==> config.mk <==
export PLATFORM = sky130hd
export DESIGN_NAME = outline_geometry_expander
export DESIGN_NICKNAME = d
export VERILOG_FILES = /design/src/sv/ogx_pkg.sv /design/src/sv/ogx_csr.sv /design/src/sv/ogx_front.sv /design/src/sv/ogx_queue.sv /design/src/sv/ogx_back.sv /design/src/sv/outline_geometry_expander.sv
export SDC_FILE = /design/constraint.sdc
export NUM_CORES = 1
export LEC_CHECK = 0
export ABC_AREA = 1
export ABC_CLOCK_PERIOD_IN_PS = 12200
export BUFFER_PORTS_ARGS = -buffer_cell sky130_fd_sc_hd__buf_2
export CORE_MARGIN = 3
export CORE_UTILIZATION = 50
export CTS_CLUSTER_SIZE = 12
export DETAILED_ROUTE_END_ITERATION = 6
export GPL_TIMING_DRIVEN = 0
export HOLD_SLACK_MARGIN = 0.06
export MAX_ROUTING_LAYER = met4
export PLACE_DENSITY_LB_ADDON = 0.15
export SETUP_SLACK_MARGIN = 0.4
export SYNTH_ARGS = -nofsm -noshare
export SYNTH_HDL_FRONTEND = slang
export SYNTH_HIERARCHICAL = 1
export SYNTH_SLANG_ARGS = --single-unit
==> constraint.sdc <==
create_clock -name clock -period 12.2 [get_ports clock]
set_input_delay 1.22 -clock clock [delete_from_list [all_inputs] [get_ports clock]]
set_output_delay 1.22 -clock clock [all_outputs]
set_load 0.02 [all_outputs]
==> src/sv/ogx_pkg.sv <==
// ----------------------------------------------------------------------------
// ogx_pkg
// Shared types, register codes and direction tables for the outline geometry
// expander.
// ----------------------------------------------------------------------------
package ogx_pkg;

   localparam int POS_W         = 24;
   localparam int POSN_W        = 14;
   localparam int TEX_W         = 32;
   localparam int ALPHA_W       = 8;
   localparam int IDX_IN_W      = 12;
   localparam int IDX_OUT_W     = 16;
   localparam int SLOT_W        = 18;
   localparam int RGB_W         = 24;
   localparam int VCOUNT_W      = 13;
   localparam int ICOUNT_W      = 15;
   localparam int COPY_W        = 4;
   localparam int CSR_INDEX_W   = 3;
   localparam int CSR_DATA_W    = 32;

   localparam int MAX_VERTICES  = 4096;
   localparam int MAX_INDICES   = 16384;

   // register indexes
   localparam logic [CSR_INDEX_W-1:0] CSR_USE_EIGHT    = 3'd0;
   localparam logic [CSR_INDEX_W-1:0] CSR_MULT_ALPHA   = 3'd1;
   localparam logic [CSR_INDEX_W-1:0] CSR_OFFSET_Y     = 3'd2;
   localparam logic [CSR_INDEX_W-1:0] CSR_OFFSET_Z     = 3'd3;
   localparam logic [CSR_INDEX_W-1:0] CSR_OUTLINE_COLOR = 3'd4;
   localparam logic [CSR_INDEX_W-1:0] CSR_VERTEX_COUNT = 3'd5;
   localparam logic [CSR_INDEX_W-1:0] CSR_INDEX_COUNT  = 3'd6;
   // index with no register behind it
   localparam logic [CSR_INDEX_W-1:0] CSR_NO_REG       = 3'd7;

   // item kinds
   localparam logic KIND_VERTEX = 1'b0;
   localparam logic KIND_INDEX  = 1'b1;

   // direction of one offset component
   localparam logic [1:0] DIR_ZERO = 2'd0;
   localparam logic [1:0] DIR_POS  = 2'd1;
   localparam logic [1:0] DIR_NEG  = 2'd2;

   typedef struct packed {
      logic                       use_eight;
      logic                       mult_alpha;
      logic signed [POS_W-1:0]    offset_y;
      logic signed [POS_W-1:0]    offset_z;
      logic [CSR_DATA_W-1:0]      outline_color;
      logic [VCOUNT_W-1:0]        vertex_count;
      logic [ICOUNT_W-1:0]        index_count;
   } cfg_type;

   typedef struct packed {
      logic                       mode;
      logic [POSN_W-1:0]          position;
      logic signed [POS_W-1:0]    pos_x;
      logic signed [POS_W-1:0]    pos_y;
      logic signed [POS_W-1:0]    pos_z;
      logic [TEX_W-1:0]           texcoord;
      logic [ALPHA_W-1:0]         alpha;
      logic [IDX_IN_W-1:0]        index_in;
   } entry_type;

   // copy order: (+,+) (-,+) (+,-) (-,-) (-,0) (+,0) (0,+) (0,-)
   function automatic logic [1:0] dir_y(input logic [2:0] k);
      logic [1:0] d;
      unique case (k)
         3'd0, 3'd2, 3'd5: d = DIR_POS;
         3'd1, 3'd3, 3'd4: d = DIR_NEG;
         default:          d = DIR_ZERO;
      endcase
      return d;
   endfunction

   function automatic logic [1:0] dir_z(input logic [2:0] k);
      logic [1:0] d;
      unique case (k)
         3'd0, 3'd1, 3'd6: d = DIR_POS;
         3'd2, 3'd3, 3'd7: d = DIR_NEG;
         default:          d = DIR_ZERO;
      endcase
      return d;
   endfunction

   // shift a coordinate by a signed offset and clamp to the coordinate range
   function automatic logic signed [POS_W-1:0] shift_sat(
      input logic signed [POS_W-1:0] v,
      input logic signed [POS_W-1:0] off,
      input logic [1:0]              d);
      logic signed [POS_W:0] term;
      logic signed [POS_W:0] sum;
      logic signed [POS_W-1:0] r;
      unique case (d)
         DIR_POS: term = {off[POS_W-1], off};
         DIR_NEG: term = -{off[POS_W-1], off};
         default: term = '0;
      endcase
      sum = {v[POS_W-1], v} + term;
      if (sum[POS_W] != sum[POS_W-1]) begin
         r = sum[POS_W] ? {1'b1, {(POS_W-1){1'b0}}} : {1'b0, {(POS_W-1){1'b1}}};
      end else begin
         r = sum[POS_W-1:0];
      end
      return r;
   endfunction

endpackage

==> src/sv/ogx_csr.sv <==
// ----------------------------------------------------------------------------
// ogx_csr
// Configuration registers with write-time clamping of the mesh counts.
// ----------------------------------------------------------------------------
module ogx_csr (
   input  logic                              clock,
   input  logic                              reset,
   input  logic                              csr_valid,
   output logic                              csr_ready,
   input  logic [ogx_pkg::CSR_INDEX_W-1:0]   csr_index,
   input  logic [ogx_pkg::CSR_DATA_W-1:0]    csr_data,
   output ogx_pkg::cfg_type                  cfg
);

   ogx_pkg::cfg_type cfg_ff, cfg_in;
   logic [ogx_pkg::VCOUNT_W-1:0] vc_raw;
   logic [ogx_pkg::ICOUNT_W-1:0] ic_raw;

   assign csr_ready = 1'b1;
   assign vc_raw = csr_data[ogx_pkg::VCOUNT_W-1:0];
   assign ic_raw = csr_data[ogx_pkg::ICOUNT_W-1:0];

   always_comb begin
      cfg_in = cfg_ff;
      if (csr_valid) begin
         unique case (csr_index)
            ogx_pkg::CSR_USE_EIGHT:     cfg_in.use_eight  = csr_data[0];
            ogx_pkg::CSR_MULT_ALPHA:    cfg_in.mult_alpha = csr_data[0];
            ogx_pkg::CSR_OFFSET_Y:      cfg_in.offset_y   = csr_data[ogx_pkg::POS_W-1:0];
            ogx_pkg::CSR_OFFSET_Z:      cfg_in.offset_z   = csr_data[ogx_pkg::POS_W-1:0];
            ogx_pkg::CSR_OUTLINE_COLOR: cfg_in.outline_color = csr_data;
            ogx_pkg::CSR_VERTEX_COUNT: begin
               cfg_in.vertex_count = (vc_raw > ogx_pkg::VCOUNT_W'(ogx_pkg::MAX_VERTICES))
                  ? ogx_pkg::VCOUNT_W'(ogx_pkg::MAX_VERTICES) : vc_raw;
            end
            ogx_pkg::CSR_INDEX_COUNT: begin
               cfg_in.index_count = (ic_raw > ogx_pkg::ICOUNT_W'(ogx_pkg::MAX_INDICES))
                  ? ogx_pkg::ICOUNT_W'(ogx_pkg::MAX_INDICES) : ic_raw;
            end
            default: ;  // drop writes to unknown registers
         endcase
      end
   end

   always_ff @(posedge clock) begin
      if (reset) begin
         cfg_ff.use_eight     <= 1'b0;
         cfg_ff.mult_alpha    <= 1'b0;
         cfg_ff.offset_y      <= 24'sd256;
         cfg_ff.offset_z      <= 24'sd256;
         cfg_ff.outline_color <= 32'hFF00_0000;
         cfg_ff.vertex_count  <= '0;
         cfg_ff.index_count   <= '0;
      end else begin
         cfg_ff <= cfg_in;
      end
   end

   assign cfg = cfg_ff;

   a_vc_bound: assert property (@(posedge clock) disable iff (reset)
      cfg_ff.vertex_count <= ogx_pkg::VCOUNT_W'(ogx_pkg::MAX_VERTICES))
      else $error("vertex count above bound");
   a_ic_bound: assert property (@(posedge clock) disable iff (reset)
      cfg_ff.index_count <= ogx_pkg::ICOUNT_W'(ogx_pkg::MAX_INDICES))
      else $error("index count above bound");
   a_unknown_ignored: assert property (@(posedge clock) disable iff (reset)
      (csr_valid && csr_index == ogx_pkg::CSR_NO_REG) |=> $stable(cfg_ff))
      else $error("write to unknown register changed configuration");

endmodule

==> src/sv/ogx_front.sv <==
// ----------------------------------------------------------------------------
// ogx_front
// Input stage: accepts items, drops them while the mesh is empty and
// precomputes the outline alpha.
// ----------------------------------------------------------------------------
module ogx_front (
   input  logic                                    clock,
   input  logic                                    reset,
   input  ogx_pkg::cfg_type                        cfg,
   input  logic                                    req_push,
   output logic                                    req_full,
   input  logic                                    req_mode,
   input  logic [ogx_pkg::POSN_W-1:0]              req_item_position,
   input  logic signed [ogx_pkg::POS_W-1:0]        req_pos_x,
   input  logic signed [ogx_pkg::POS_W-1:0]        req_pos_y,
   input  logic signed [ogx_pkg::POS_W-1:0]        req_pos_z,
   input  logic [ogx_pkg::TEX_W-1:0]               req_texcoord,
   input  logic [ogx_pkg::ALPHA_W-1:0]             req_source_alpha,
   input  logic [ogx_pkg::IDX_IN_W-1:0]            req_index_in,
   output logic                                    q_push,
   output ogx_pkg::entry_type                      q_entry,
   input  logic                                    q_full
);

   logic                 valid_ff, valid_in;
   ogx_pkg::entry_type   entry_ff;
   logic                 accept;
   logic                 move;
   logic                 mesh_empty;
   logic [ogx_pkg::ALPHA_W-1:0]   base_alpha;
   logic [2*ogx_pkg::ALPHA_W-1:0] product;
   logic [2*ogx_pkg::ALPHA_W:0]   scaled;
   logic [ogx_pkg::ALPHA_W-1:0]   alpha;

   assign mesh_empty = (cfg.vertex_count == '0) || (cfg.index_count == '0);
   assign move       = valid_ff && !q_full;
   assign req_full   = valid_ff && q_full;
   assign accept     = req_push && !req_full;

   // floor(p / 255) as (p + (p >> 8) + 1) >> 8, exact below 65535
   assign base_alpha = cfg.outline_color[ogx_pkg::CSR_DATA_W-1 -: ogx_pkg::ALPHA_W];
   assign product    = req_source_alpha * base_alpha;
   assign scaled     = {1'b0, product} + (2*ogx_pkg::ALPHA_W+1)'(product >> 8) + 1'b1;
   assign alpha      = cfg.mult_alpha ? scaled[2*ogx_pkg::ALPHA_W-1:ogx_pkg::ALPHA_W]
                                      : base_alpha;

   always_comb begin
      if (accept) begin
         valid_in = !mesh_empty;
      end else if (move) begin
         valid_in = 1'b0;
      end else begin
         valid_in = valid_ff;
      end
   end

   always_ff @(posedge clock) begin
      if (reset) begin
         valid_ff <= 1'b0;
      end else begin
         valid_ff <= valid_in;
      end
   end

   always_ff @(posedge clock) begin
      if (accept) begin
         entry_ff.mode     <= req_mode;
         entry_ff.position <= req_item_position;
         entry_ff.pos_x    <= req_pos_x;
         entry_ff.pos_y    <= req_pos_y;
         entry_ff.pos_z    <= req_pos_z;
         entry_ff.texcoord <= req_texcoord;
         entry_ff.alpha    <= alpha;
         entry_ff.index_in <= req_index_in;
      end
   end

   assign q_push  = move;
   assign q_entry = entry_ff;

   a_drop_empty: assert property (@(posedge clock) disable iff (reset)
      (accept && mesh_empty) |=> !valid_ff)
      else $error("item taken while mesh is empty");
   a_keep_stalled: assert property (@(posedge clock) disable iff (reset)
      (valid_ff && q_full) |=> (valid_ff && $stable(entry_ff)))
      else $error("stalled beat lost");
   a_push_room: assert property (@(posedge clock) disable iff (reset)
      q_push |-> !q_full)
      else $error("push into full queue");

endmodule

==> src/sv/ogx_queue.sv <==
// ----------------------------------------------------------------------------
// ogx_queue
// Two-entry queue between the input stage and the expansion stage.
// ----------------------------------------------------------------------------
module ogx_queue (
   input  logic                 clock,
   input  logic                 reset,
   input  logic                 push,
   input  ogx_pkg::entry_type   push_entry,
   output logic                 full,
   input  logic                 pop,
   output logic                 not_empty,
   output ogx_pkg::entry_type   head
);

   ogx_pkg::entry_type store_ff [2];
   logic       wr_ptr_ff, wr_ptr_in;
   logic       rd_ptr_ff, rd_ptr_in;
   logic [1:0] count_ff, count_in;

   assign full      = (count_ff == 2'd2);
   assign not_empty = (count_ff != 2'd0);
   assign head      = store_ff[rd_ptr_ff];

   always_comb begin
      wr_ptr_in = push ? ~wr_ptr_ff : wr_ptr_ff;
      rd_ptr_in = pop  ? ~rd_ptr_ff : rd_ptr_ff;
      count_in  = count_ff + {1'b0, push} - {1'b0, pop};
   end

   always_ff @(posedge clock) begin
      if (reset) begin
         wr_ptr_ff <= 1'b0;
         rd_ptr_ff <= 1'b0;
         count_ff  <= 2'd0;
      end else begin
         wr_ptr_ff <= wr_ptr_in;
         rd_ptr_ff <= rd_ptr_in;
         count_ff  <= count_in;
      end
   end

   always_ff @(posedge clock) begin
      if (push) begin
         store_ff[wr_ptr_ff] <= push_entry;
      end
   end

   a_count_bound: assert property (@(posedge clock) disable iff (reset)
      count_ff <= 2'd2)
      else $error("queue count out of range");
   a_no_underflow: assert property (@(posedge clock) disable iff (reset)
      pop |-> not_empty)
      else $error("pop from empty queue");
   a_ptr_match: assert property (@(posedge clock) disable iff (reset)
      (count_ff == 2'd0 || count_ff == 2'd2) |-> (wr_ptr_ff == rd_ptr_ff))
      else $error("queue pointers disagree with count");

endmodule

==> src/sv/ogx_back.sv <==
// ----------------------------------------------------------------------------
// ogx_back
// Expansion stage: walks the copies of the head item into the result register,
// one result per cycle while that register is free or being popped.
// ----------------------------------------------------------------------------
module ogx_back (
   input  logic                                 clock,
   input  logic                                 reset,
   input  ogx_pkg::cfg_type                     cfg,
   input  logic                                 q_valid,
   input  ogx_pkg::entry_type                   q_head,
   output logic                                 q_pop,
   output logic                                 rsp_empty,
   input  logic                                 rsp_pop,
   output logic                                 rsp_kind,
   output logic [ogx_pkg::SLOT_W-1:0]           rsp_slot,
   output logic signed [ogx_pkg::POS_W-1:0]     rsp_out_x,
   output logic signed [ogx_pkg::POS_W-1:0]     rsp_out_y,
   output logic signed [ogx_pkg::POS_W-1:0]     rsp_out_z,
   output logic [ogx_pkg::TEX_W-1:0]            rsp_out_texcoord,
   output logic [ogx_pkg::RGB_W-1:0]            rsp_out_rgb,
   output logic [ogx_pkg::ALPHA_W-1:0]          rsp_out_alpha,
   output logic [ogx_pkg::IDX_OUT_W-1:0]        rsp_index_out,
   output logic                                 rsp_last
);

   logic [ogx_pkg::COPY_W-1:0]    k_ff, k_in;
   logic [ogx_pkg::SLOT_W-1:0]    slot_ff, slot_in;
   logic [ogx_pkg::IDX_OUT_W-1:0] idx_ff, idx_in;
   logic                          rsp_valid_ff, rsp_valid_in;

   logic                          out_free;
   logic                          step;
   logic                          is_index;
   logic                          first;
   logic                          last;
   logic [ogx_pkg::COPY_W-1:0]    copies;
   logic [ogx_pkg::SLOT_W-1:0]    vc_wide;
   logic [ogx_pkg::SLOT_W-1:0]    stride;
   logic [ogx_pkg::SLOT_W-1:0]    slot_cur;
   logic [ogx_pkg::IDX_OUT_W-1:0] idx_vc;
   logic [ogx_pkg::IDX_OUT_W-1:0] idx_cur;

   assign out_free = !rsp_valid_ff || rsp_pop;
   assign step     = q_valid && out_free;
   assign is_index = (q_head.mode == ogx_pkg::KIND_INDEX);
   assign first    = (k_ff == '0);
   assign copies   = cfg.use_eight ? ogx_pkg::COPY_W'(8) : ogx_pkg::COPY_W'(4);
   assign last     = is_index ? (k_ff == copies) : (k_ff == copies - 1'b1);
   assign q_pop    = step && last;

   assign vc_wide  = ogx_pkg::SLOT_W'(cfg.vertex_count);
   assign stride   = is_index ? ogx_pkg::SLOT_W'(cfg.index_count) : vc_wide;
   assign idx_vc   = ogx_pkg::IDX_OUT_W'(cfg.vertex_count);

   // running sums replace the k * count products
   always_comb begin
      if (first) begin
         slot_cur = is_index ? ogx_pkg::SLOT_W'(q_head.position)
                             : vc_wide + ogx_pkg::SLOT_W'(q_head.position);
         idx_cur  = ogx_pkg::IDX_OUT_W'(q_head.index_in) + idx_vc;
      end else begin
         slot_cur = slot_ff;
         idx_cur  = idx_ff;
      end
      slot_in      = slot_cur + stride;
      idx_in       = idx_cur + idx_vc;
      k_in         = step ? (last ? '0 : k_ff + 1'b1) : k_ff;
      rsp_valid_in = step || (rsp_valid_ff && !rsp_pop);
   end

   always_ff @(posedge clock) begin
      if (reset) begin
         k_ff         <= '0;
         rsp_valid_ff <= 1'b0;
      end else begin
         k_ff         <= k_in;
         rsp_valid_ff <= rsp_valid_in;
      end
   end

   always_ff @(posedge clock) begin
      if (step) begin
         slot_ff       <= slot_in;
         idx_ff        <= idx_in;
         rsp_kind      <= q_head.mode;
         rsp_slot      <= slot_cur;
         rsp_last      <= last;
         if (is_index) begin
            rsp_out_x        <= '0;
            rsp_out_y        <= '0;
            rsp_out_z        <= '0;
            rsp_out_texcoord <= '0;
            rsp_out_rgb      <= '0;
            rsp_out_alpha    <= '0;
            rsp_index_out    <= last ? ogx_pkg::IDX_OUT_W'(q_head.index_in) : idx_cur;
         end else begin
            rsp_out_x        <= q_head.pos_x;
            rsp_out_y        <= ogx_pkg::shift_sat(q_head.pos_y, cfg.offset_y,
                                                   ogx_pkg::dir_y(k_ff[2:0]));
            rsp_out_z        <= ogx_pkg::shift_sat(q_head.pos_z, cfg.offset_z,
                                                   ogx_pkg::dir_z(k_ff[2:0]));
            rsp_out_texcoord <= q_head.texcoord;
            rsp_out_rgb      <= cfg.outline_color[ogx_pkg::RGB_W-1:0];
            rsp_out_alpha    <= q_head.alpha;
            rsp_index_out    <= '0;
         end
      end
   end

   assign rsp_empty = !rsp_valid_ff;

   a_item_held: assert property (@(posedge clock) disable iff (reset)
      (k_ff != '0) |-> q_valid)
      else $error("item left the queue mid expansion");
   a_copy_bound: assert property (@(posedge clock) disable iff (reset)
      k_ff <= ogx_pkg::COPY_W'(8))
      else $error("copy counter out of range");
   a_restart: assert property (@(posedge clock) disable iff (reset)
      q_pop |=> (k_ff == '0 && !rsp_empty && rsp_last))
      else $error("last beat not marked or counter not rewound");

endmodule

==> src/sv/outline_geometry_expander.sv <==
// ----------------------------------------------------------------------------
// outline_geometry_expander
// Expands mesh vertices into shifted outline copies and triangle indices into
// offset index blocks.
// ----------------------------------------------------------------------------
//  channel   handshake              payload
//  req       req_push / req_full    mode, position, xyz, texcoord, alpha, index
//  rsp       rsp_pop / rsp_empty    kind, slot, xyz, texcoord, rgb, alpha, index
//  csr       csr_valid / csr_ready  csr_index, csr_data
//
// One result beat per cycle from the expansion stage while the result register
// is free: a vertex item gives 4 or 8 beats, an index item 5 or 9, set by the
// copy counter in ogx_back. An item passes the input stage and the queue
// before its results are registered. Items are dropped without result while
// vertex_count or index_count is zero. Reset restores register defaults and
// empties the input stage, queue and result register. A held result stalls
// expansion; the two-entry queue keeps the input side taking items meanwhile.
// ----------------------------------------------------------------------------
module outline_geometry_expander (
   input  logic                                 clock,
   input  logic                                 reset,
   input  logic                                 req_push,
   output logic                                 req_full,
   input  logic                                 req_mode,
   input  logic [ogx_pkg::POSN_W-1:0]           req_item_position,
   input  logic signed [ogx_pkg::POS_W-1:0]     req_pos_x,
   input  logic signed [ogx_pkg::POS_W-1:0]     req_pos_y,
   input  logic signed [ogx_pkg::POS_W-1:0]     req_pos_z,
   input  logic [ogx_pkg::TEX_W-1:0]            req_texcoord,
   input  logic [ogx_pkg::ALPHA_W-1:0]          req_source_alpha,
   input  logic [ogx_pkg::IDX_IN_W-1:0]         req_index_in,
   output logic                                 rsp_empty,
   input  logic                                 rsp_pop,
   output logic                                 rsp_kind,
   output logic [ogx_pkg::SLOT_W-1:0]           rsp_slot,
   output logic signed [ogx_pkg::POS_W-1:0]     rsp_out_x,
   output logic signed [ogx_pkg::POS_W-1:0]     rsp_out_y,
   output logic signed [ogx_pkg::POS_W-1:0]     rsp_out_z,
   output logic [ogx_pkg::TEX_W-1:0]            rsp_out_texcoord,
   output logic [ogx_pkg::RGB_W-1:0]            rsp_out_rgb,
   output logic [ogx_pkg::ALPHA_W-1:0]          rsp_out_alpha,
   output logic [ogx_pkg::IDX_OUT_W-1:0]        rsp_index_out,
   output logic                                 rsp_last,
   input  logic                                 csr_valid,
   output logic                                 csr_ready,
   input  logic [ogx_pkg::CSR_INDEX_W-1:0]      csr_index,
   input  logic [ogx_pkg::CSR_DATA_W-1:0]       csr_data
);

   ogx_pkg::cfg_type    cfg;
   ogx_pkg::entry_type  push_entry;
   ogx_pkg::entry_type  head;
   logic                q_push;
   logic                q_full;
   logic                q_pop;
   logic                q_valid;

   ogx_csr u_csr (
      .clock     (clock),
      .reset     (reset),
      .csr_valid (csr_valid),
      .csr_ready (csr_ready),
      .csr_index (csr_index),
      .csr_data  (csr_data),
      .cfg       (cfg)
   );

   ogx_front u_front (
      .clock             (clock),
      .reset             (reset),
      .cfg               (cfg),
      .req_push          (req_push),
      .req_full          (req_full),
      .req_mode          (req_mode),
      .req_item_position (req_item_position),
      .req_pos_x         (req_pos_x),
      .req_pos_y         (req_pos_y),
      .req_pos_z         (req_pos_z),
      .req_texcoord      (req_texcoord),
      .req_source_alpha  (req_source_alpha),
      .req_index_in      (req_index_in),
      .q_push            (q_push),
      .q_entry           (push_entry),
      .q_full            (q_full)
   );

   ogx_queue u_queue (
      .clock      (clock),
      .reset      (reset),
      .push       (q_push),
      .push_entry (push_entry),
      .full       (q_full),
      .pop        (q_pop),
      .not_empty  (q_valid),
      .head       (head)
   );

   ogx_back u_back (
      .clock            (clock),
      .reset            (reset),
      .cfg              (cfg),
      .q_valid          (q_valid),
      .q_head           (head),
      .q_pop            (q_pop),
      .rsp_empty        (rsp_empty),
      .rsp_pop          (rsp_pop),
      .rsp_kind         (rsp_kind),
      .rsp_slot         (rsp_slot),
      .rsp_out_x        (rsp_out_x),
      .rsp_out_y        (rsp_out_y),
      .rsp_out_z        (rsp_out_z),
      .rsp_out_texcoord (rsp_out_texcoord),
      .rsp_out_rgb      (rsp_out_rgb),
      .rsp_out_alpha    (rsp_out_alpha),
      .rsp_index_out    (rsp_index_out),
      .rsp_last         (rsp_last)
   );

endmodule

# --- Word-level counts from Yosys, hierarchy flattened ---
# Memory sizes are Yosys's and may differ from the RTL's. A register that Yosys moved wholly into a read port is not among the register bits.
# Cells that the tools add are included.
# W data, S select, Z words.
op_classes:
  addsub: 14
  multipliers: 1
  order_cmp: 2
  n_eq_ne: 22
  muxes: 33
  bitwise_logic: 3
  n_reduce_logical: 33
ops:
  columns: ["cell", "n"]
  rows:
  - ["$mux W25", 4]
  - ["$pmux W25 S2", 2]
  - ["$mux W24", 4]
  - ["$add A25 B25 Y25", 2]
  - ["$neg A25 Y25", 2]
  - ["$mux W18", 2]
  - ["$mux W15", 2]
  - ["$eq A3 B3 Y1 const B", 7]
  - ["$add A18 B18 Y18", 1]
  - ["$add A16 B1 Y16 const B", 1]
  - ["$add A16 B13 Y16", 1]
  - ["$add A16 B8 Y16", 1]
  - ["$mul A8 B8 Y16", 1]
  - ["$mux W16", 1]
  - ["$add A13 B14 Y15", 1]
  - ["$gt A15 B15 Y1 const B", 1]
  - ["$logic_not A15 Y1", 1]
  - ["$add A12 B13 Y14", 1]
  - ["$reduce_and A2 Y1", 7]
  - ["$gt A13 B13 Y1 const B", 1]
  - ["$logic_not A13 Y1", 1]
  - ["$mux W13", 1]
  - ["$eq A3 B2 Y1 const B", 4]
  - ["$mux W12", 1]
  - ["other kinds (23)", 58]
totals:
  reg_bits: 465
  ram_bits: 278
  inputBits: 179
  output_inout_bits: 175
  n_memories: 1
memory_table:
  columns: ["name", "words", "word_bits", "rd", "rd_ports_with_merged_regs", "wr", "line_no", "source"]
  rows:
  - ["u_queue.store_ff", 2, 139, 1, 1, 1, "ogx_queue.sv:16", "ogx_pkg::entry_type store_ff [2];"]

# --- Longest topological paths before layout ---
# Gate-level depths: netlist of the first run.
logic_depth:
  ltp_word: 12
  ltp_mapped: 35
  mapped_depth_nobuf: 34

# --- Modules after synthesis ---
# The synthesis of the first run kept the hierarchy.
by_module_without_submodules:
  columns: ["mod", "n_inst", "cells_each", "area_per_inst_um2", "seq_area_each_um2"]
  rows:
  - ["ogx_back", 1, 2028, 15907.8, 6286.0]
  - ["ogx_queue", 1, 463, 10286.1, 8448.1]
  - ["ogx_front", 1, 684, 7467.2, 4194.0]
  - ["ogx_csr", 1, 507, 3973.8, 2202.1]

# --- Worst setup path after synthesis of the first run ---
# Ideal clock, no wire load.
synth_path:
  path_type: "input to register"
  start: "input req_push"
  end: "register u_front.entry_ff, in the netlist u_front/q_entry[0], enable pin"
  arrival_ns: 6.981
  path_slack_ns: 4.580
  stages: 2
  cell_sequence: "inv_1 -> nor2_1"
synth_via:
  elab_chain_cells: 1
synth_rtl:
  columns: ["item", "line_no", "source"]
  rows:
  - ["start, declared", "outline_geometry_expander.sv:22", "input logic req_push,"]
  - ["$logic_and A1 B1 Y1", "ogx_front.sv:38", "assign accept = req_push && !req_full;"]
  - ["net u_front.accept", "ogx_front.sv:27", "logic accept;"]
  - ["end, declared", "ogx_front.sv:26", "ogx_pkg::entry_type entry_ff;"]
# The timed path passes the listed nets, and every way through them passes these cells.
# A chain may end at the register's enable or synchronous reset.

# --- Final worst setup path of the first run ---
layout_path:
  start: "input req_source_alpha[2] in the netlist's numbering"
  end: "register u_front.entry_ff, in the netlist u_front/q_entry[16] (data pin)"
layout_via:
  elab_chain_cells: 4
layout_rtl:
  columns: ["item", "line_no", "source"]
  rows:
  - ["start, declared", "outline_geometry_expander.sv:30", "input logic [ogx_pkg::ALPHA_W-1:0] req_source_alpha,"]
  - ["$mul A8 B8 Y16", "ogx_front.sv:42", "assign product = req_source_alpha * base_alpha;"]
  - ["$add A16 B8 Y16", "ogx_front.sv:43", "assign scaled = {1'b0, product} + (2*ogx_pkg::ALPHA_W+1)'(product >> 8) + 1'b1;"]
  - ["$add A16 B1 Y16", "ogx_front.sv:43", null]
  - ["$mux W8", "ogx_front.sv:44", "assign alpha = cfg.mult_alpha ? scaled[2*ogx_pkg::ALPHA_W-1:ogx_pkg::ALPHA_W]"]
  - ["net u_front.alpha (one bit)", "ogx_front.sv:33", "logic [ogx_pkg::ALPHA_W-1:0] alpha;"]
# The timed path passes the listed nets, and every way through them passes these cells.

==> metrics.yaml, run 1 <==
cells_and_area:
  fillCellCount: 6345
  area_delta_synth_final_pct: 15.3
  drive_above_1_share_pct: 18.4
  nNetsFinal: 4500
  fin_util_pct: 58.9
  multi_input_area_um2: 14200
  regArea_um2: 21100
setup_path:
  r2r-end: "u_front/q_entry[16]"
  max_stage_delay_ns: 0.52
  timing.critical_path.to: "u_front/q_entry[16]"
  critPathLaunchType: "input port"
  endpoint_kind: "flop"
  r2r_start: "u_csr/cfg[54]"
  startpoint: "req_source_alpha[2]"
  cpMostUsedCell: "nand2_1"
  r2r_cells: 31
  reg2reg_slack_ns: 6.33
  arrival_ns: 6.41
  cp_data_required_time_ns: 12.58
  slowest_stage: "fa_1"
  crit_type: "input port to flop"
  crit_fanout: 8
outcome:
  status: "finished, final reports clean"
clock_network:
  cts-buffers-inserted: 81
  cts_hold_buf: 0
  clkSinkCount: 744
  cts_resized: 0
  clk_latency_ns: 0.65
  cts_root_buf: "clkbuf_16"
  cts.clk_slew.worst_paths_ns: 0.06
  htreeDepth: 3
  clk_path_buf_depth: 3
  tritoncts: "yes"
  post_cts_buffers: 0
yosys:
  ys_dominant_reg_cell: "edfxtp_1"
  seq_area_frac_synth_pct: 56.1
  netlist_area_um2: 37600
  syn_avg_cell_area_um2: 10.2
  yosys_warnings: 6
  ys_seq_elements: 744
  synth_cells: 3682
  yosysUniqueCellTypes: 62
  synth_edf_count: 623
  synth_nets: 4062
  async_reset_ff_share_pct: 0
drt:
  drt-initial-drc-count: 2224
  avgViaCountPerCell: 5.29
  num_vias: 27255
  ant_nets: 0
  drt-wirelength-per-cell_um: 19.4
  drtPass1Iterations: 6
  drc: 0
  wl_um: 100000
grt:
  antenna_found_initial: 13
  grt_use_total_pct: 26.1
  grt_pass1_vias: 25901
  grt_max_degree: 121
  grt-ovfl-total: 0
  grt_pass1_wl_um: 152000
floorplan:
  start_util_pct: 51.1
  design.die.area_um2: 78600
  core-area_um2: 73700
  die_w_um: 280
  io_pins: 354
  rows: 99
  die_height_um: 280
sta:
  max-slew-margin-rel_pct: 20.1
  setup_tns_ns: 0
  max_freq_mhz: 166
  rsz0062_at_grt: "no"
  hold_viol: 0
  skew_ns: 0.0408
  final_max_slew_viol_count: 0
  tightestPinTransition_ns: 1.20
  post-route-period-util_pct: 49.5
  setup_viol_count_final: 0
  period_needed_ns: 6.04
run:
  cap_violations: 0
power:
  ir_drop_v: 0.000166
  powerDensity_nw_per_um2: 204
  total_power_w: 0.00886
  leakagePower_nw: 18.5
min_path:
  holdCritPathClass: "flop to flop"
placement:
  dpl.hpwl_um: 75100
  port-buffer-count: 343
  gp_congestion: 0.927
-- layout by cell type (no fill, tap or decap), types with 82 or more instances in the layout --
| master | Yosys | layout |
|---|---|---|
| clkbuf_16 | 0 | 82 |
| mux2_2 | 139 | 139 |
| nor2_1 | 369 | 367 |
| buf_2 | 20 | 363 |
| nand2_1 | 736 | 736 |
| a21oi_1 | 239 | 239 |
| edfxtp_1 | 623 | 623 |
| o21ai_0 | 182 | 182 |
| ha_1 | 159 | 159 |
| inv_1 | 427 | 425 |
| dfxtp_1 | 121 | 121 |
| nand3_1 | 172 | 172 |
| clkbuf_1 | 62 | 85 |
-- cell usage after synthesis (58+ instances only) --
master / n / area [µm²]
a21oi_1: 239 / 1200
clkbuf_1: 62 / 233
dfxtp_1: 121 / 2420
edfxtp_1: 623 / 18700
ha_1: 159 / 1990
inv_1: 427 / 1600
mux2_2: 139 / 1570
nand2_1: 736 / 2760
nand3_1: 172 / 861
nor2_1: 369 / 1390
o21ai_0: 182 / 911
xor2_1: 58 / 508
-- sequential cells by signal, indices dropped and copies added, names as in the netlist, 24 cells and up, named ones only --
register	flops
u_csr/cfg	110
u_back/rsp_out_z	24
u_back/rsp_out_x	24
u_back/rsp_out_rgb	24
u_queue/store_ff	278
u_back/rsp_out_texcoord	32
u_front/q_entry	139
u_back/rsp_out_y	24
-- layout make-up --
| class | instances | area share (%) |
|---|---|---|
| antenna | 11 | 0.0634 |
| inverter | 440 | 3.85 |
| timing repair buffer | 355 | 4.54 |
| clock inverter | 31 | 0.686 |
| buffer | 119 | 1.56 |
| tap | 959 | 2.76 |
| sequential | 744 | 48.7 |
| clock buffer | 112 | 5.15 |
| multi-input combinational | 2379 | 32.7 |
-- kinds of logic after synthesis --
| group | count (synthesis) | share of synthesized area, % |
|---|---|---|
| flops | 744 | 56.1 |
| buf+inv | 559 | 6.19 |
| xor+xnor | 82 | 1.91 |
| simple gates | 1448 | 16.8 |
| mux | 139 | 4.16 |
| compound gates | 508 | 7.31 |
| fa+ha+maj | 201 | 7.52 |
| other cells | 1 | 0.00996 |
-- power by group --
| group | switching [W] | internal (W) |
|---|---|---|
| clock network | 0.00101 | 0.00134 |
| registers | 0.0000749 | 0.00307 |
| logic | 0.00230 | 0.00108 |
| total | 0.00338 | 0.00548 |
-- worst max-delay path: cells and delay by family --
family / cells / cell delay [ns]
compound gates: 2 / 0.42
fa+ha+maj: 6 / 2.61
simple gates: 16 / 1.43
buf+inv: 7 / 0.75
-- per-layer routing --
metal  GRT usage (%)  routed length [µm]  up-vias  share of wire (%)
met5               -                   0        -                  0
met4            7.31                2200        0                2.2
met3            3.44                5890      141                5.9
met2            42.0               48500      801                 48
met1            35.1               43600    12952                 44
li1                -                   -    13361                  -
-- through the flow --
stage	hold WS [ns]	std cells	area, µm²	setup slack (ns)
4_1_cts	0.410	5139	43400	6.18
3_5_place_dp	0.430	4996	40800	5.52
3_3_place_gp	0.422	4984	40600	0.0923
5_1_grt	0.413	5149	43400	5.76
2_1_floorplan	0.421	3682	37600	4.58
6_report	0.418	5150	43400	6.16
-- worst min path at each step --
stage	from	to	slack (ns)	depth (start not counted)
2_1_floorplan	u_front/q_entry[0]	u_queue/store_ff[0][0]	0.42	0
3_3_place_gp	u_front/q_entry[7]	u_queue/store_ff[0][7]	0.42	0
3_5_place_dp	u_front/q_entry[119]	u_queue/store_ff[1][119]	0.43	0
4_1_cts	u_front/q_entry[83]	u_queue/store_ff[0][83]	0.41	0
5_1_grt	u_front/q_entry[83]	u_queue/store_ff[0][83]	0.41	0
6_report	u_front/q_entry[83]	u_queue/store_ff[0][83]	0.42	0
(Power assumes the default switching activity.)
==> inputs of run 2 (changes only) <==
--- a/config.mk
+++ b/config.mk
@@ -6,7 +6,7 @@
 export NUM_CORES = 1
 export LEC_CHECK = 0
 export ABC_AREA = 1
-export ABC_CLOCK_PERIOD_IN_PS = 12200
+export ABC_CLOCK_PERIOD_IN_PS = 5900
 export BUFFER_PORTS_ARGS = -buffer_cell sky130_fd_sc_hd__buf_2
 export CORE_MARGIN = 3
 export CORE_UTILIZATION = 50
==> constraint.sdc (replaced) <==
create_clock -name clock -period 5.9 [get_ports clock]
set_input_delay 0.59 -clock clock [delete_from_list [all_inputs] [get_ports clock]]
set_output_delay 0.59 -clock clock [all_outputs]
set_load 0.02 [all_outputs]
==> run 2 against run 1 <==
Net effect: hold slack worse by 0.28 ns; clock-buffer cell count is 5 lower; die area stayed put; combinational power is 120% higher; sequential power is 110% higher.
==> metrics.yaml, run 2 (synthesis gave the netlist of run 1 again) <==
sta:
  max_freq_mhz: 190
  period_needed_ns: 5.27
  skew_ns: 0.0288  # -0.0120 ns
  tightestPinTransition_ns: 1.15  # -0.0445 ns
  rsz0062_at_grt: "no"
  setup_viol_count_final: 0  # unchanged
  final_max_slew_viol_count: 0  # unchanged
  post-route-period-util_pct: 89.3
  worst_slack_ns: 0.631  # -5.53 ns
  hold_viol: 0  # unchanged
  max-slew-margin-rel_pct: 23.1  # +3.0 points
drt:
  drt-initial-drc-count: 2301  # +3.5%
  drtPass1Iterations: 6  # unchanged
  avgViaCountPerCell: 5.30  # about the same
  wl_um: 101000  # +0.41%
  ant_nets: 0  # unchanged
  drt-wirelength-per-cell_um: 19.5  # +0.27%
  drc: 0  # unchanged
  num_vias: 27312  # +0.21%
floorplan:
  die_height_um: 280  # unchanged
  core-area_um2: 73700  # unchanged
  die_w_um: 280  # unchanged
  design.die.area_um2: 78600  # unchanged
  start_util_pct: 51.1  # unchanged
  io_pins: 354  # unchanged
  rows: 99  # unchanged
clock_network:
  clkSinkCount: 744  # unchanged
  tritoncts: "yes"
  htreeDepth: 3  # unchanged
  cts-buffers-inserted: 81  # unchanged
  cts.clk_slew.worst_paths_ns: 0.06  # about the same
  cts_root_buf: "clkbuf_16"
  clk_path_buf_depth: 3  # unchanged
  clk_latency_ns: 0.62  # -0.03 ns
placement:
  placed_cells: 5001  # +0.10%
  dpl.hpwl_um: 75900  # +1.1%
  port-buffer-count: 343  # unchanged
  preCtsSetupSlack_ns: -0.162  # -5.68 ns
  gp_congestion: 0.941  # +1.5%
setup_path:
  cpMostUsedCell: "nand2_1"
  endpoint_kind: "flop"
  arrival_ns: 5.61  # -0.80 ns
  critPathLaunchType: "flop"
  startpoint: "u_csr/cfg[54]"
  r2r_start: "u_csr/cfg[54]"
  crit_fanout: 6  # -2
  cp_data_required_time_ns: 6.24  # -6.34 ns
  crit_type: "flop to flop"
  max_stage_delay_ns: 0.50  # -0.02 ns
  slowest_stage: "fa_1"
cells_and_area:
  fin_util_pct: 59.3  # +0.44 points
  top_register: "u_queue/store_ff"
  final_cells: 5157  # +0.14%
  largest_reg_flops: 278  # unchanged
  nNetsFinal: 4511  # +0.24%
  drive_above_1_share_pct: 19.4  # +0.98 points
  area_delta_synth_final_pct: 16.2
  multi_input_area_um2: 14300  # +1.0%
  fillCellCount: 6320  # -0.39%
  regArea_um2: 21100  # about the same
  layout_commonest_cell: "nand2_1"
  mostFrequentLayoutCells: "nand2_1, edfxtp_1, inv_1"
grt:
  grt_pass1_wl_um: 152000  # -0.33%
  grt_pass1_vias: 26157  # +0.99%
  grt_use_total_pct: 26.1  # about the same
  grt_max_degree: 108  # -11%
  grt-ovfl-total: 0  # unchanged
  antenna_found_initial: 20  # +7
power:
  powerDensity_nw_per_um2: 429  # +110%
  leakagePower_nw: 18.6  # +0.56%
  ir_drop_v: 0.000348  # +110%
outcome:
  status: "finished, final reports clean"
run:
  cap_violations: 0  # unchanged
min_path:
  hold_start: "req_pos_z[5]"
  holdCritPathClass: "input port to flop"
run 2: cell types whose count changed in the layout (fill, tap and decap cells not counted), moves of 4 or more:
cell / change
a21oi_1: -5
a21oi_2: +5
buf_12: +6
buf_4: +7
clkbuf_1: -12
clkinv_2: +4
ha_1: -6
ha_4: +6
nand2_1: -5
run 2: worst paths after layout:
kind	end	slack, ns	depth (start not counted)
max	u_front/q_entry[17]	0.63	28
min	u_front/q_entry[57]	0.14	1
max reg2reg	u_front/q_entry[17]	0.63	28
min reg2reg	u_queue/store_ff[0][17]	0.43	0
run 2: through the flow:
| step | power, W | setup TNS (ns) | cell area [µm²] | hold WS (ns) |
|---|---|---|---|---|
| after global routing | 0.0200 | 0 | 43700 | 0.112 |
| after CTS | 0.0185 | 0 | 43500 | 0.0990 |
| after global placement | 0.0135 | -687.13 | 40600 | 0.421 |
| after detailed placement | 0.0135 | -0.784 | 40900 | 0.429 |
| final | 0.0188 | 0 | 43700 | 0.137 |
| after floorplan | 0.0117 | 0 | 37600 | 0.421 |
run 2: layer usage:
layer  global-route usage (%)  up-vias  share of wire, %
li1                         -    13390                 -
met1                     34.8    12969                43
met2                     41.5      805                48
met3                     4.42      148               6.4
met4                     7.49        0               2.7
met5                        -        -                 0
run 2: power breakdown:
part | leakage [nW] | internal (W) | switching (W)
sequential | 6.74 | 0.00634 | 0.000161
clock | 1.24 | 0.00285 | 0.00199
combinational | 10.6 | 0.00249 | 0.00492
total | 18.6 | 0.0117 | 0.00707
run 2: layout make-up:
type,count,area share [%]
Antenna cell,12,0.0687
Buffer,119,1.67
Clock buffer,107,5.17
Clock inverter,31,0.604
Inverter,440,3.81
Multi-Input combinational cell,2379,32.8
Sequential cell,744,48.3
Tap cell,959,2.74
Timing Repair Buffer,366,4.82
run 2: critical path, delay by kind of cell, from the launching register on:
| family | cells | cell delay (ns) |
|---|---|---|
| and+or+nand+nor | 15 | 1.48 |
| AOI/OAI and AO/OA | 1 | 0.17 |
| buffers and inverters | 6 | 0.39 |
| DFF | 1 | 0.33 |
| adders and majority gates | 6 | 2.63 |
run 2: timing repair:
action	in CTS	in global routing
gates resized for setup	19	36
hold buffers	0	0
endpoints found under the setup margin	8	8
setup buffers	0	6
pin swaps	1	14
